--- src/hdl/fdfa_pkg.sv ---
package fdfa_pkg;

  // Fixed field widths
  localparam int OPCODE_W   = 2;
  localparam int ID_W       = 16;
  localparam int KIND_W     = 2;
  localparam int AIDX_W     = 3;
  localparam int WCNT_W     = 5;
  localparam int CFG_IDX_W  = 2;
  localparam int CFG_DATA_W = 16;
  localparam int AIU_W      = 4;
  localparam int TICKS_W    = 16;

  // Opcodes
  localparam logic [OPCODE_W-1:0] OP_ADD      = 2'd0;
  localparam logic [OPCODE_W-1:0] OP_DISPATCH = 2'd1;
  localparam logic [OPCODE_W-1:0] OP_TICK     = 2'd2;

  // Event kinds
  localparam logic [KIND_W-1:0] EV_QUEUED   = 2'd0;
  localparam logic [KIND_W-1:0] EV_DROPPED  = 2'd1;
  localparam logic [KIND_W-1:0] EV_ASSIGNED = 2'd2;
  localparam logic [KIND_W-1:0] EV_FINISHED = 2'd3;

  // Register indexes
  localparam logic [CFG_IDX_W-1:0] REG_AGENTS_IN_USE = 2'd0;
  localparam logic [CFG_IDX_W-1:0] REG_SERVICE_TICKS = 2'd1;

  // Register reset values
  localparam logic [AIU_W-1:0]   AIU_RESET   = 4'd3;
  localparam logic [TICKS_W-1:0] TICKS_RESET = 16'd5;

  typedef enum logic [1:0] {
    ST_IDLE,
    ST_ADD,
    ST_DISP,
    ST_TICK
  } state_t;

  typedef struct packed {
    logic load_in;
    logic add_exec;
    logic disp_step;
    logic tick_step;
  } dp_cmd_t;

  typedef struct packed {
    logic out_free;
    logic lim_zero;
    logic disp_ok;
    logic disp_end;
    logic tick_ok;
    logic tick_end;
  } dp_sts_t;

endpackage

--- src/hdl/fdfa_if.sv ---
interface fdfa_req_if
  import fdfa_pkg::*;
  ();
  logic                valid;
  logic                ready;
  logic [OPCODE_W-1:0] opcode;
  logic [ID_W-1:0]     request_id;

  modport source (output valid, output opcode, output request_id, input ready);
  modport sink   (input valid, input opcode, input request_id, output ready);
endinterface

interface fdfa_rsp_if
  import fdfa_pkg::*;
  ();
  logic              valid;
  logic              ready;
  logic [KIND_W-1:0] event_kind;
  logic [AIDX_W-1:0] agent_index;
  logic [ID_W-1:0]   served_id;
  logic              last_of_run;
  logic [WCNT_W-1:0] waiting_count;

  modport source (output valid, output event_kind, output agent_index, output served_id,
                  output last_of_run, output waiting_count, input ready);
  modport sink   (input valid, input event_kind, input agent_index, input served_id,
                  input last_of_run, input waiting_count, output ready);
endinterface

interface fdfa_cfg_if
  import fdfa_pkg::*;
  ();
  logic                  valid;
  logic                  ready;
  logic [CFG_IDX_W-1:0]  index;
  logic [CFG_DATA_W-1:0] data;

  modport source (output valid, output index, output data, input ready);
  modport sink   (input valid, input index, input data, output ready);
endinterface

--- src/hdl/fdfa_ctrl.sv ---
module fdfa_ctrl
  import fdfa_pkg::*;
(
  input  logic                clk,
  input  logic                rst,
  input  logic                in_valid,
  input  logic [OPCODE_W-1:0] in_opcode,
  output logic                in_ready,
  input  dp_sts_t             sts,
  output dp_cmd_t             cmd
);

  state_t state, state_next;

  always_ff @(posedge clk) begin
    if (rst) begin
      state <= ST_IDLE;
    end else begin
      state <= state_next;
    end
  end

  always_comb begin
    state_next = state;
    cmd        = '0;
    in_ready   = 1'b0;
    unique case (state)
      ST_IDLE: begin
        in_ready = 1'b1;
        if (in_valid) begin
          cmd.load_in = 1'b1;
          if (in_opcode == OP_ADD) begin
            state_next = ST_ADD;
          end else if (in_opcode == OP_DISPATCH) begin
            state_next = sts.lim_zero ? ST_IDLE : ST_DISP;
          end else if (in_opcode == OP_TICK) begin
            state_next = ST_TICK;
          end
        end
      end
      ST_ADD: begin
        if (sts.out_free) begin
          cmd.add_exec = 1'b1;
          state_next   = ST_IDLE;
        end
      end
      ST_DISP: begin
        if (sts.disp_ok) begin
          cmd.disp_step = 1'b1;
          if (sts.disp_end) state_next = ST_IDLE;
        end
      end
      ST_TICK: begin
        if (sts.tick_ok) begin
          cmd.tick_step = 1'b1;
          if (sts.tick_end) state_next = ST_IDLE;
        end
      end
      default: state_next = ST_IDLE;
    endcase
  end

`ifndef ASSERT_OFF
  a_one_step: assert property (@(posedge clk) disable iff (rst)
    $onehot0({cmd.add_exec, cmd.disp_step, cmd.tick_step}))
    else $error("more than one datapath step in a cycle");

  a_scan_done: assert property (@(posedge clk) disable iff (rst)
    (cmd.disp_step && sts.disp_end) || (cmd.tick_step && sts.tick_end)
      |=> state == ST_IDLE)
    else $error("scan did not return to idle at its last agent");
`endif

endmodule

--- src/hdl/fdfa_datapath.sv ---
module fdfa_datapath
  import fdfa_pkg::*;
#(
  parameter int MAX_AGENTS  = 8,
  parameter int QUEUE_DEPTH = 16
) (
  input  logic                  clk,
  input  logic                  rst,
  // input beat payload
  input  logic [ID_W-1:0]       in_request_id,
  // configuration
  input  logic                  cfg_we,
  input  logic [CFG_IDX_W-1:0]  cfg_index,
  input  logic [CFG_DATA_W-1:0] cfg_data,
  // result register
  output logic                  out_valid,
  input  logic                  out_ready,
  output logic [KIND_W-1:0]     out_kind,
  output logic [AIDX_W-1:0]     out_agent,
  output logic [ID_W-1:0]       out_id,
  output logic                  out_last,
  output logic [WCNT_W-1:0]     out_wcount,
  // controller link
  input  dp_cmd_t               cmd,
  output dp_sts_t               sts
);

  localparam int IDX_W = (MAX_AGENTS > 1) ? $clog2(MAX_AGENTS) : 1;
  localparam int PTR_W = $clog2(QUEUE_DEPTH);
  localparam int CNT_W = $clog2(QUEUE_DEPTH + 1);
  localparam int LIM_W = 6;

  logic [AIU_W-1:0]   agents_in_use;
  logic [TICKS_W-1:0] service_ticks;
  logic [ID_W-1:0]    req_id;
  logic [IDX_W-1:0]   idx;
  logic [PTR_W-1:0]   head, head_next, tail;
  logic [CNT_W-1:0]   fill;
  logic [ID_W-1:0]    mem [QUEUE_DEPTH];
  logic [ID_W-1:0]    rd_data;

  logic [MAX_AGENTS-1:0] busy;
  logic [TICKS_W-1:0]    time_left [MAX_AGENTS];
  logic [ID_W-1:0]       agent_req [MAX_AGENTS];

  logic [LIM_W-1:0]      lim, idx_ext;
  logic [TICKS_W-1:0]    ticks;
  logic                  full, empty, disp_hit, tick_hit, disp_last, tick_last, out_free;
  logic [MAX_AGENTS-1:0] free_above, fin_above, stale;
  logic [PTR_W-1:0]      head_inc, tail_inc;

  // config registers
  always_ff @(posedge clk) begin
    if (rst) begin
      agents_in_use <= AIU_RESET;
      service_ticks <= TICKS_RESET;
    end else if (cfg_we) begin
      if (cfg_index == REG_AGENTS_IN_USE) agents_in_use <= cfg_data[AIU_W-1:0];
      if (cfg_index == REG_SERVICE_TICKS) service_ticks <= cfg_data[TICKS_W-1:0];
    end
  end

  assign lim = ({{(LIM_W-AIU_W){1'b0}}, agents_in_use} > LIM_W'(MAX_AGENTS))
             ? LIM_W'(MAX_AGENTS) : {{(LIM_W-AIU_W){1'b0}}, agents_in_use};
  assign ticks   = (service_ticks == '0) ? TICKS_W'(1) : service_ticks;
  assign idx_ext = LIM_W'(idx);
  assign full    = fill == CNT_W'(QUEUE_DEPTH);
  assign empty   = fill == '0;
  assign out_free = !out_valid || out_ready;

  assign head_inc = (head == PTR_W'(QUEUE_DEPTH - 1)) ? '0 : head + PTR_W'(1);
  assign tail_inc = (tail == PTR_W'(QUEUE_DEPTH - 1)) ? '0 : tail + PTR_W'(1);

  assign disp_hit = !busy[idx] && !empty;
  assign tick_hit = busy[idx] && (time_left[idx] <= TICKS_W'(1));

  always_comb begin
    for (int j = 0; j < MAX_AGENTS; j++) begin
      free_above[j] = !busy[j] && (LIM_W'(j) < lim) && (LIM_W'(j) > idx_ext);
      fin_above[j]  = busy[j] && (time_left[j] <= TICKS_W'(1)) && (LIM_W'(j) > idx_ext);
      stale[j]      = busy[j] && (time_left[j] == '0);
    end
  end

  assign disp_last = (fill == CNT_W'(1)) || (free_above == '0);
  assign tick_last = fin_above == '0;

  assign sts.out_free = out_free;
  assign sts.lim_zero = lim == '0;
  assign sts.disp_ok  = !disp_hit || out_free;
  assign sts.disp_end = (idx_ext + LIM_W'(1)) == lim;
  assign sts.tick_ok  = !tick_hit || out_free;
  assign sts.tick_end = idx == IDX_W'(MAX_AGENTS - 1);

  assign head_next = (cmd.disp_step && disp_hit) ? head_inc : head;

  // wait store: written at tail, read data tracks the head
  always_ff @(posedge clk) begin
    if (cmd.add_exec && !full) mem[tail] <= req_id;
    rd_data <= mem[head_next];
  end

  // FIFO pointers and scan index
  always_ff @(posedge clk) begin
    if (rst) begin
      head <= '0;
      tail <= '0;
      fill <= '0;
      idx  <= '0;
    end else begin
      head <= head_next;
      if (cmd.add_exec && !full) begin
        tail <= tail_inc;
        fill <= fill + CNT_W'(1);
      end else if (cmd.disp_step && disp_hit) begin
        fill <= fill - CNT_W'(1);
      end
      if (cmd.load_in) begin
        idx <= '0;
      end else if (cmd.disp_step || cmd.tick_step) begin
        idx <= idx + IDX_W'(1);
      end
    end
  end

  always_ff @(posedge clk) begin
    if (cmd.load_in) req_id <= in_request_id;
  end

  // agents
  always_ff @(posedge clk) begin
    if (rst) begin
      busy <= '0;
      for (int j = 0; j < MAX_AGENTS; j++) time_left[j] <= '0;
    end else if (cmd.disp_step && disp_hit) begin
      busy[idx]      <= 1'b1;
      time_left[idx] <= ticks;
    end else if (cmd.tick_step && busy[idx]) begin
      if (time_left[idx] != '0) time_left[idx] <= time_left[idx] - TICKS_W'(1);
      if (tick_hit) busy[idx] <= 1'b0;
    end
  end

  always_ff @(posedge clk) begin
    if (cmd.disp_step && disp_hit) agent_req[idx] <= rd_data;
  end

  // result register
  always_ff @(posedge clk) begin
    if (rst) begin
      out_valid <= 1'b0;
    end else if (cmd.add_exec || (cmd.disp_step && disp_hit) || (cmd.tick_step && tick_hit)) begin
      out_valid <= 1'b1;
    end else if (out_ready) begin
      out_valid <= 1'b0;
    end
  end

  always_ff @(posedge clk) begin
    if (cmd.add_exec) begin
      out_kind   <= full ? EV_DROPPED : EV_QUEUED;
      out_agent  <= '0;
      out_id     <= req_id;
      out_last   <= 1'b1;
      out_wcount <= full ? WCNT_W'(fill) : WCNT_W'(fill + CNT_W'(1));
    end else if (cmd.disp_step && disp_hit) begin
      out_kind   <= EV_ASSIGNED;
      out_agent  <= AIDX_W'(idx);
      out_id     <= rd_data;
      out_last   <= disp_last;
      out_wcount <= WCNT_W'(fill - CNT_W'(1));
    end else if (cmd.tick_step && tick_hit) begin
      out_kind   <= EV_FINISHED;
      out_agent  <= AIDX_W'(idx);
      out_id     <= agent_req[idx];
      out_last   <= tick_last;
      out_wcount <= WCNT_W'(fill);
    end
  end

`ifndef ASSERT_OFF
  a_fill_bound: assert property (@(posedge clk) disable iff (rst)
    fill <= CNT_W'(QUEUE_DEPTH))
    else $error("fill count beyond queue depth");

  a_ptr_match: assert property (@(posedge clk) disable iff (rst)
    (empty || full) |-> head == tail)
    else $error("pointers disagree with fill count");

  a_busy_time: assert property (@(posedge clk) disable iff (rst)
    stale == '0)
    else $error("busy agent with no time left");
`endif

endmodule

--- src/hdl/fifo_dispatch_to_free_agents.sv ---
// Channel  Modport  Fields                                          Beat when
// req      sink     opcode, request_id                              valid && ready
// rsp      source   event_kind, agent_index, served_id,             valid && ready
//                   last_of_run, waiting_count
// cfg      sink     index, data                                     valid && ready (ready tied 1)
//
// No-op: accept. Add: accept, result load. Dispatch: accept, scan agents in use.
// Tick: accept, scan all agents. The scan steps one agent per cycle unless stalled.
// One item is in work at a time; the next is accepted while the last result waits.
// Reset (rst, synchronous): FIFO empty, agents free, registers at 3 and 5.
// Stalls: an add, or a scan step that produces a result, waits while rsp holds an
// untaken beat.
module fifo_dispatch_to_free_agents
  import fdfa_pkg::*;
#(
  parameter int MAX_AGENTS  = 8,
  parameter int QUEUE_DEPTH = 16
) (
  input logic       clk,
  input logic       rst,
  fdfa_req_if.sink  req,
  fdfa_rsp_if.source rsp,
  fdfa_cfg_if.sink  cfg
);

  dp_cmd_t cmd;
  dp_sts_t sts;

  // config writes always taken; the source must send them only while the block is idle; the block does not enforce this
  assign cfg.ready = 1'b1;

  fdfa_ctrl u_ctrl (
    .clk       (clk),
    .rst       (rst),
    .in_valid  (req.valid),
    .in_opcode (req.opcode),
    .in_ready  (req.ready),
    .sts       (sts),
    .cmd       (cmd)
  );

  fdfa_datapath #(
    .MAX_AGENTS  (MAX_AGENTS),
    .QUEUE_DEPTH (QUEUE_DEPTH)
  ) u_datapath (
    .clk           (clk),
    .rst           (rst),
    .in_request_id (req.request_id),
    .cfg_we        (cfg.valid),
    .cfg_index     (cfg.index),
    .cfg_data      (cfg.data),
    .out_valid     (rsp.valid),
    .out_ready     (rsp.ready),
    .out_kind      (rsp.event_kind),
    .out_agent     (rsp.agent_index),
    .out_id        (rsp.served_id),
    .out_last      (rsp.last_of_run),
    .out_wcount    (rsp.waiting_count),
    .cmd           (cmd),
    .sts           (sts)
  );

endmodule
--- src/flat_wrapper.sv ---
// flat-port wrapper written by rule: the top's interface ports become plain ports
module fifo_dispatch_to_free_agents_flat import fdfa_pkg::*;
#(
  parameter int MAX_AGENTS  = 8,
  parameter int QUEUE_DEPTH = 16
)
  (clk, rst, req_valid, req_opcode, req_request_id, req_ready, rsp_valid, rsp_event_kind, rsp_agent_index, rsp_served_id, rsp_last_of_run, rsp_waiting_count, rsp_ready, cfg_valid, cfg_index, cfg_data, cfg_ready);
  fdfa_req_if req_i ();
  fdfa_rsp_if rsp_i ();
  fdfa_cfg_if cfg_i ();
  input logic clk;
  input logic rst;
  input wire logic [$bits(req_i.valid)-1:0] req_valid;
  input wire logic [$bits(req_i.opcode)-1:0] req_opcode;
  input wire logic [$bits(req_i.request_id)-1:0] req_request_id;
  output wire logic [$bits(req_i.ready)-1:0] req_ready;
  output wire logic [$bits(rsp_i.valid)-1:0] rsp_valid;
  output wire logic [$bits(rsp_i.event_kind)-1:0] rsp_event_kind;
  output wire logic [$bits(rsp_i.agent_index)-1:0] rsp_agent_index;
  output wire logic [$bits(rsp_i.served_id)-1:0] rsp_served_id;
  output wire logic [$bits(rsp_i.last_of_run)-1:0] rsp_last_of_run;
  output wire logic [$bits(rsp_i.waiting_count)-1:0] rsp_waiting_count;
  input wire logic [$bits(rsp_i.ready)-1:0] rsp_ready;
  input wire logic [$bits(cfg_i.valid)-1:0] cfg_valid;
  input wire logic [$bits(cfg_i.index)-1:0] cfg_index;
  input wire logic [$bits(cfg_i.data)-1:0] cfg_data;
  output wire logic [$bits(cfg_i.ready)-1:0] cfg_ready;
  assign req_i.valid = req_valid;
  assign req_i.opcode = req_opcode;
  assign req_i.request_id = req_request_id;
  assign req_ready = req_i.ready;
  assign rsp_valid = rsp_i.valid;
  assign rsp_event_kind = rsp_i.event_kind;
  assign rsp_agent_index = rsp_i.agent_index;
  assign rsp_served_id = rsp_i.served_id;
  assign rsp_last_of_run = rsp_i.last_of_run;
  assign rsp_waiting_count = rsp_i.waiting_count;
  assign rsp_i.ready = rsp_ready;
  assign cfg_i.valid = cfg_valid;
  assign cfg_i.index = cfg_index;
  assign cfg_i.data = cfg_data;
  assign cfg_ready = cfg_i.ready;
  fifo_dispatch_to_free_agents #(.MAX_AGENTS(MAX_AGENTS), .QUEUE_DEPTH(QUEUE_DEPTH)) u_core (.clk(clk), .rst(rst), .req(req_i), .rsp(rsp_i), .cfg(cfg_i));
endmodule
--- config.mk ---
export PLATFORM = sky130hd
export DESIGN_NAME = fifo_dispatch_to_free_agents_flat
export DESIGN_NICKNAME = d
export VERILOG_FILES = /design/src/hdl/fdfa_pkg.sv /design/src/hdl/fdfa_if.sv /design/src/hdl/fdfa_ctrl.sv /design/src/hdl/fdfa_datapath.sv /design/src/hdl/fifo_dispatch_to_free_agents.sv /design/src/flat_wrapper.sv
export SDC_FILE = /design/constraint.sdc
export NUM_CORES = 1
export LEC_CHECK = 0
export BUFFER_PORTS_ARGS = -buffer_cell sky130_fd_sc_hd__buf_4
export CAP_MARGIN = 5
export CORE_MARGIN = 1
export CORE_UTILIZATION = 35
export DETAILED_ROUTE_END_ITERATION = 16
export SETUP_SLACK_MARGIN = 0.15
export SYNTH_ARGS = -nofsm -noshare
export SYNTH_HDL_FRONTEND = slang
export SYNTH_SLANG_ARGS = --single-unit
--- constraint.sdc ---
create_clock -name clk -period 7.77 [get_ports clk]
set_input_delay 0.3885 -clock clk [delete_from_list [all_inputs] [get_ports clk]]
set_output_delay 0.3885 -clock clk [all_outputs]
set_load 0.1 [all_outputs]
==> qor_table.md <==
| Group | Metric | Value |
|:---|:---|:---|
| power | Worst vdd rail ir drop | 0.216 mV |
| synthesis | Post-Synthesis Mean Instance Area | 15.0 sq um |
| synthesis | Synthesis warning total | 0 |
| power | Internal Pwr Total | 5.69 mW |
| final layout | Commonest non-fill, non-tap cell in the layout | edfxtp_1 |
| detailed routing | Via density per instance | 5.41 |
| detailed routing | Routed wire length per instance | 23.2 um |
| detailed routing | Vias | 15600 |
| global routing | Vias in the first global route | 15900 |
| synthesis | Number of register bits inferred by synthesis | 621 |
| synthesis | Register area share after synthesis | 68.1% |
| final layout | Final core utilization | 41.0% |
| detailed routing | Detail Route Antenna Nets | 0 |
| synthesis | Proportion of synthesized flip-flops having asynchronous set or reset | 0% |
| timing | Worst slew margin relative to its limit | 27.4% |
| timing | Measured slew at the worst slew-check pin | 1.09 ns |
| power | LEAKAGE | 10.1 nW |
| worst setup path | Sort of element at the start of the critical path | flip-flop |
| place | Worst-case setup slack after placement | 2.96 ns |
| timing | Hold violation count in the final report | 0 |
| worst setup path | Buffers plus inverters on the worst setup path | 2 |
| worst setup path | Data required time of the critical path | 7.98 ns |
| synthesis | Cell area after synthesis | 0.0263 sq mm |
| timing | Share of the cycle needed by the critical path after routing | 61.2% |
| place | Placer Congestion | 0.873 |
| timing | Pins Over Slew Limit | 0 |
| power | Cell Pwr Density | 243 mW/mm^2 |
| clock network | Deepest level of the CTS H-tree | 3 |
| global routing | Met1 Track Usage GR | 21.9% |
| worst setup path | Worst r2r path cells | 8 |
| timing | Smallest setup slack after layout | 3.02 ns |
| synthesis | Cell count after synthesis | 1758 |
| clock network | Clock-pin slew of the registers on the worst-case setup and hold paths | 0.06 ns |
| global routing | Grt total ovfl | 0 |
| global routing | Fraction of met2 tracks used by global routing | 30.5% |
| place | Placed wire-length estimate after detailed placement | 42.7 mm |
| clock network | Maximum clock path buffer count | 3 |
| clock network | Insertion delay to the later sink of the worst-skew pair | 0.63 ns |
| worst hold path | Worst min path class | in -> reg |
| global routing | First-pass GRT wire length | 100 mm |
| synthesis | Number of enable flip-flop cells after synthesis | 551 |
| power | Combinational share of power | 5.7% |
| status | Outcome | completed |
| worst hold path | End point of the most critical hold path | u_core.u_datapath.agents_in_use[3]$_SDFFE_PP0P_ |
| final layout | Commonest cells after routing, fill and taps aside | 551 x edfxtp_1, 159 x nor2_1, 112 x buf_4, 107 x mux2i_1, 105 x nand2_1 |
| global routing | GRT Resource Usage Total | 17.4% |
| worst setup path | Slack of the worst reg-to-reg path | 3.02 ns |
| detailed routing | Initial detailed-routing violation count | 1248 |
| timing | Unrepaired setup endpoints after global routing | false |
| final layout | Relative area change from synthesis to final layout | 16.0% |
| timing | Fmax | 0.210 GHz |
| timing | Total negative setup slack | 0 ns |
| worst setup path | Ordered list of cells on the worst path | buf_4 > mux4_2 > mux2i_1 > nand4_1 > nor3_2 > and4b_1 > nor3_1 > inv_1 |
| worst setup path | Largest stage delay, worst path | 0.92 ns |
| clock network | Clk Tree Root Cell | clkbuf_16 |
| timing | Setup-violating endpoint count in the final report | 0 |
| detailed routing | Final wirelength | 67.1 mm |
| worst setup path | Arrival time worst endpoint | 4.97 ns |
| timing | Minimum clock period after layout | 4.75 ns |
| worst setup path | Critical Path Slowest Stage Cell | dfxtp_2 |
| worst setup path | Kind of end point of the critical path | flip-flop |
| clock network | Number of buffers created by CTS | 67 |
| place | Buffers on Ports | 69 |
| power | Net Sw Power | 1.73 mW |
| detailed routing | Detailed-router iteration count before antenna repair | 5 |
| clock network | Sink Count | 621 |
| floorplan | Top-level port count | 71 |
| floorplan | Effective utilization at floorplan | 35.4% |
| synthesis | Distinct cell type count of the synthesized netlist | 80 |
| floorplan | Area of the core region | 0.0744 sq mm |
| global routing | Most Used Layer, Global Route | met2 |
| power | Sequential fraction of design power | 51.3% |
| final layout | Register area | 0.0180 sq mm |
| final layout | Antenna diodes | 0 |
| worst setup path | Family with the most delay on the worst path | simple AND/OR/NAND/NOR gates |
| timing | Max Clock Skew | 0.0431 ns |
| worst hold path | Worst Hold Path Cells | 3 |
| clock network | Post-cts gate resize count | 0 |
| power | Switching part of the total power | 23.3% |
| worst setup path | Highest net fanout along the worst path | 32 |
| floorplan | Row count | 100 |
| global routing | Pin count of the biggest net entering global routing | 130 |
| job | Max cap viols | 0 |
| global routing | Met3 track demand over resource | 2.87% |
| synthesis | Nets in the synthesized netlist | 1813 |
| global routing | Antenna violations before repair | 0 |
| final layout | Final-stage net count | 1925 |
| final layout | Fraction of layout cells with a size suffix above 1 | 21.5% |
| clock network | TritonCTS clock tree | done |
| final layout | Total of fill cells in the finished design | 6678 |
| floorplan | Width of the die | 276 um |
| clock network | Setup fix buffers added after clock tree synthesis | 0 |
| detailed routing | Residual DRC | 0 |
| worst setup path | R2r endpoint | u_core.u_datapath.out_id[14]$_DFFE_PP_ |
| floorplan | Floorplan die height | 276 um |
| floorplan | Floorplan die area | 0.0763 sq mm |
| final layout | Multi-input gate area | 0.00797 sq mm |
| worst hold path | Source of the worst hold timing path | cfg_data[3] |
| synthesis | Main flop type after synthesis | edfxtp_1 |
| worst setup path | Category of the most critical setup path | reg -> reg |
| power | Portion of total power attributed to the clock network | 43.0% |
[registers in the layout, summed over array words and instances (netlist names), named ones only]
register,cells
u_core.u_datapath.out_kind,2
u_core.u_datapath.agents_in_use,4
u_core.u_datapath.fill,5
u_core.u_datapath.mem,256
u_core.u_datapath.tail,4
u_core.u_datapath.idx,3
u_core.u_datapath.req_id,16
u_core.u_ctrl.state,2
u_core.u_datapath.out_agent,3
u_core.u_datapath.agent_req,128
u_core.u_datapath.rd_data,16
u_core.u_datapath.out_wcount,5
u_core.u_datapath.service_ticks,16
u_core.u_datapath.head,4
u_core.u_datapath.out_last,1
u_core.u_datapath.out_id,16
u_core.u_datapath.time_left,128
u_core.u_datapath.out_valid,1
[final cells by class]
cell class                      instances  share of cell area [%]
Clock buffer                           82                    5.71
Clock inverter                         38                    1.50
Inverter                               19                   0.233
Multi-Input combinational cell       1020                    26.1
Sequential cell                       621                    58.8
Tap cell                              969                    3.97
Timing Repair Buffer                  141                    3.74
[metrics by stage]
step	area [sq um]	hold slack, ns	power, mW	std cells
after floorplan	26300	0.438	4.13	1758
after global placement	28100	0.456	4.28	2742
after detailed placement	28100	0.475	4.29	2742
after CTS	30500	0.00230	7.48	2890
after global routing	30500	0.0194	7.64	2890
final	30500	0.0272	7.42	2890
[layer usage]
layer	routed length [um]	part of all wire, %
met1	27600	41
met2	34300	51
met3	3680	5.5
met4	1570	2.3
met5	0	0
[cells in the mapped netlist (all sizes together) (26+ instances only)]
cell	n	area [sq um]
a21oi	76	380
edfxtp	551	16500
dfxtp	70	1400
nor4	26	169
nand4	28	175
clkbuf	59	221
nor2	179	672
nand2	105	394
mux2	87	980
buf	39	221
mux2i	113	1190
mux4	53	1190
a22oi	34	260
o21ai	36	199
[worst register-to-register path: cells and delay by family, from the launching register on]
kind,cells,cell delay [ns]
buffers and inverters,2,1.22
flip-flops,1,0.92
multiplexers,2,0.85
AND/OR/NAND/NOR,4,1.32
[what timing repair did]
| action | CTS | global route |
|---|---|---|
| hold buffers | 28 | 0 |
| hold endpoints to repair | 28 | 0 |
| endpoints found under the setup margin | 0 | 0 |
[worst max path at each step]
stage,start,to,slack [ns],depth (start not counted)
final,flip-flop,u_core.u_datapath.out_id[14]$_DFFE_PP_,3.02,8
after global routing,flip-flop,u_core.u_datapath.out_id[14]$_DFFE_PP_,2.73,8
after CTS,flip-flop,u_core.u_datapath.out_id[14]$_DFFE_PP_,2.94,8
after detailed placement,flip-flop,u_core.u_datapath.out_id[14]$_DFFE_PP_,2.96,8
after global placement,flip-flop,u_core.u_datapath.out_id[12]$_DFFE_PP_,3.15,8
after floorplan,flip-flop,u_core.u_datapath.time_left[0][0]$_SDFFCE_PN0P_,3.84,12
[cell families (layout without fill, tap and decap cells)]
logic type	Yosys count	count (layout)	share of synthesized area [%]
AO/OA/AOI/OAI	272	272	7.44
XOR/XNOR	14	14	0.466
adder cells (fa/ha/maj)	14	14	0.665
buffers and inverters	117	280	1.95
flip-flops	621	621	68.1
multiplexers	253	253	12.8
other	1	1	0.0142
AND/OR/NAND/NOR	466	466	8.53
[power by group through the flow]
| stage | Sequential (mW) | Clock (mW) | Combinational, mW |
|---|---|---|---|
| 2_1_floorplan | 3.91 | 0 | 0.218 |
| 3_3_place_gp | 3.87 | 0 | 0.406 |
| 3_5_place_dp | 3.88 | 0 | 0.411 |
| 4_1_cts | 3.81 | 3.25 | 0.424 |
| 5_1_grt | 3.82 | 3.38 | 0.448 |
| 6_report | 3.81 | 3.19 | 0.421 |
(Power assumes the default switching activity.)
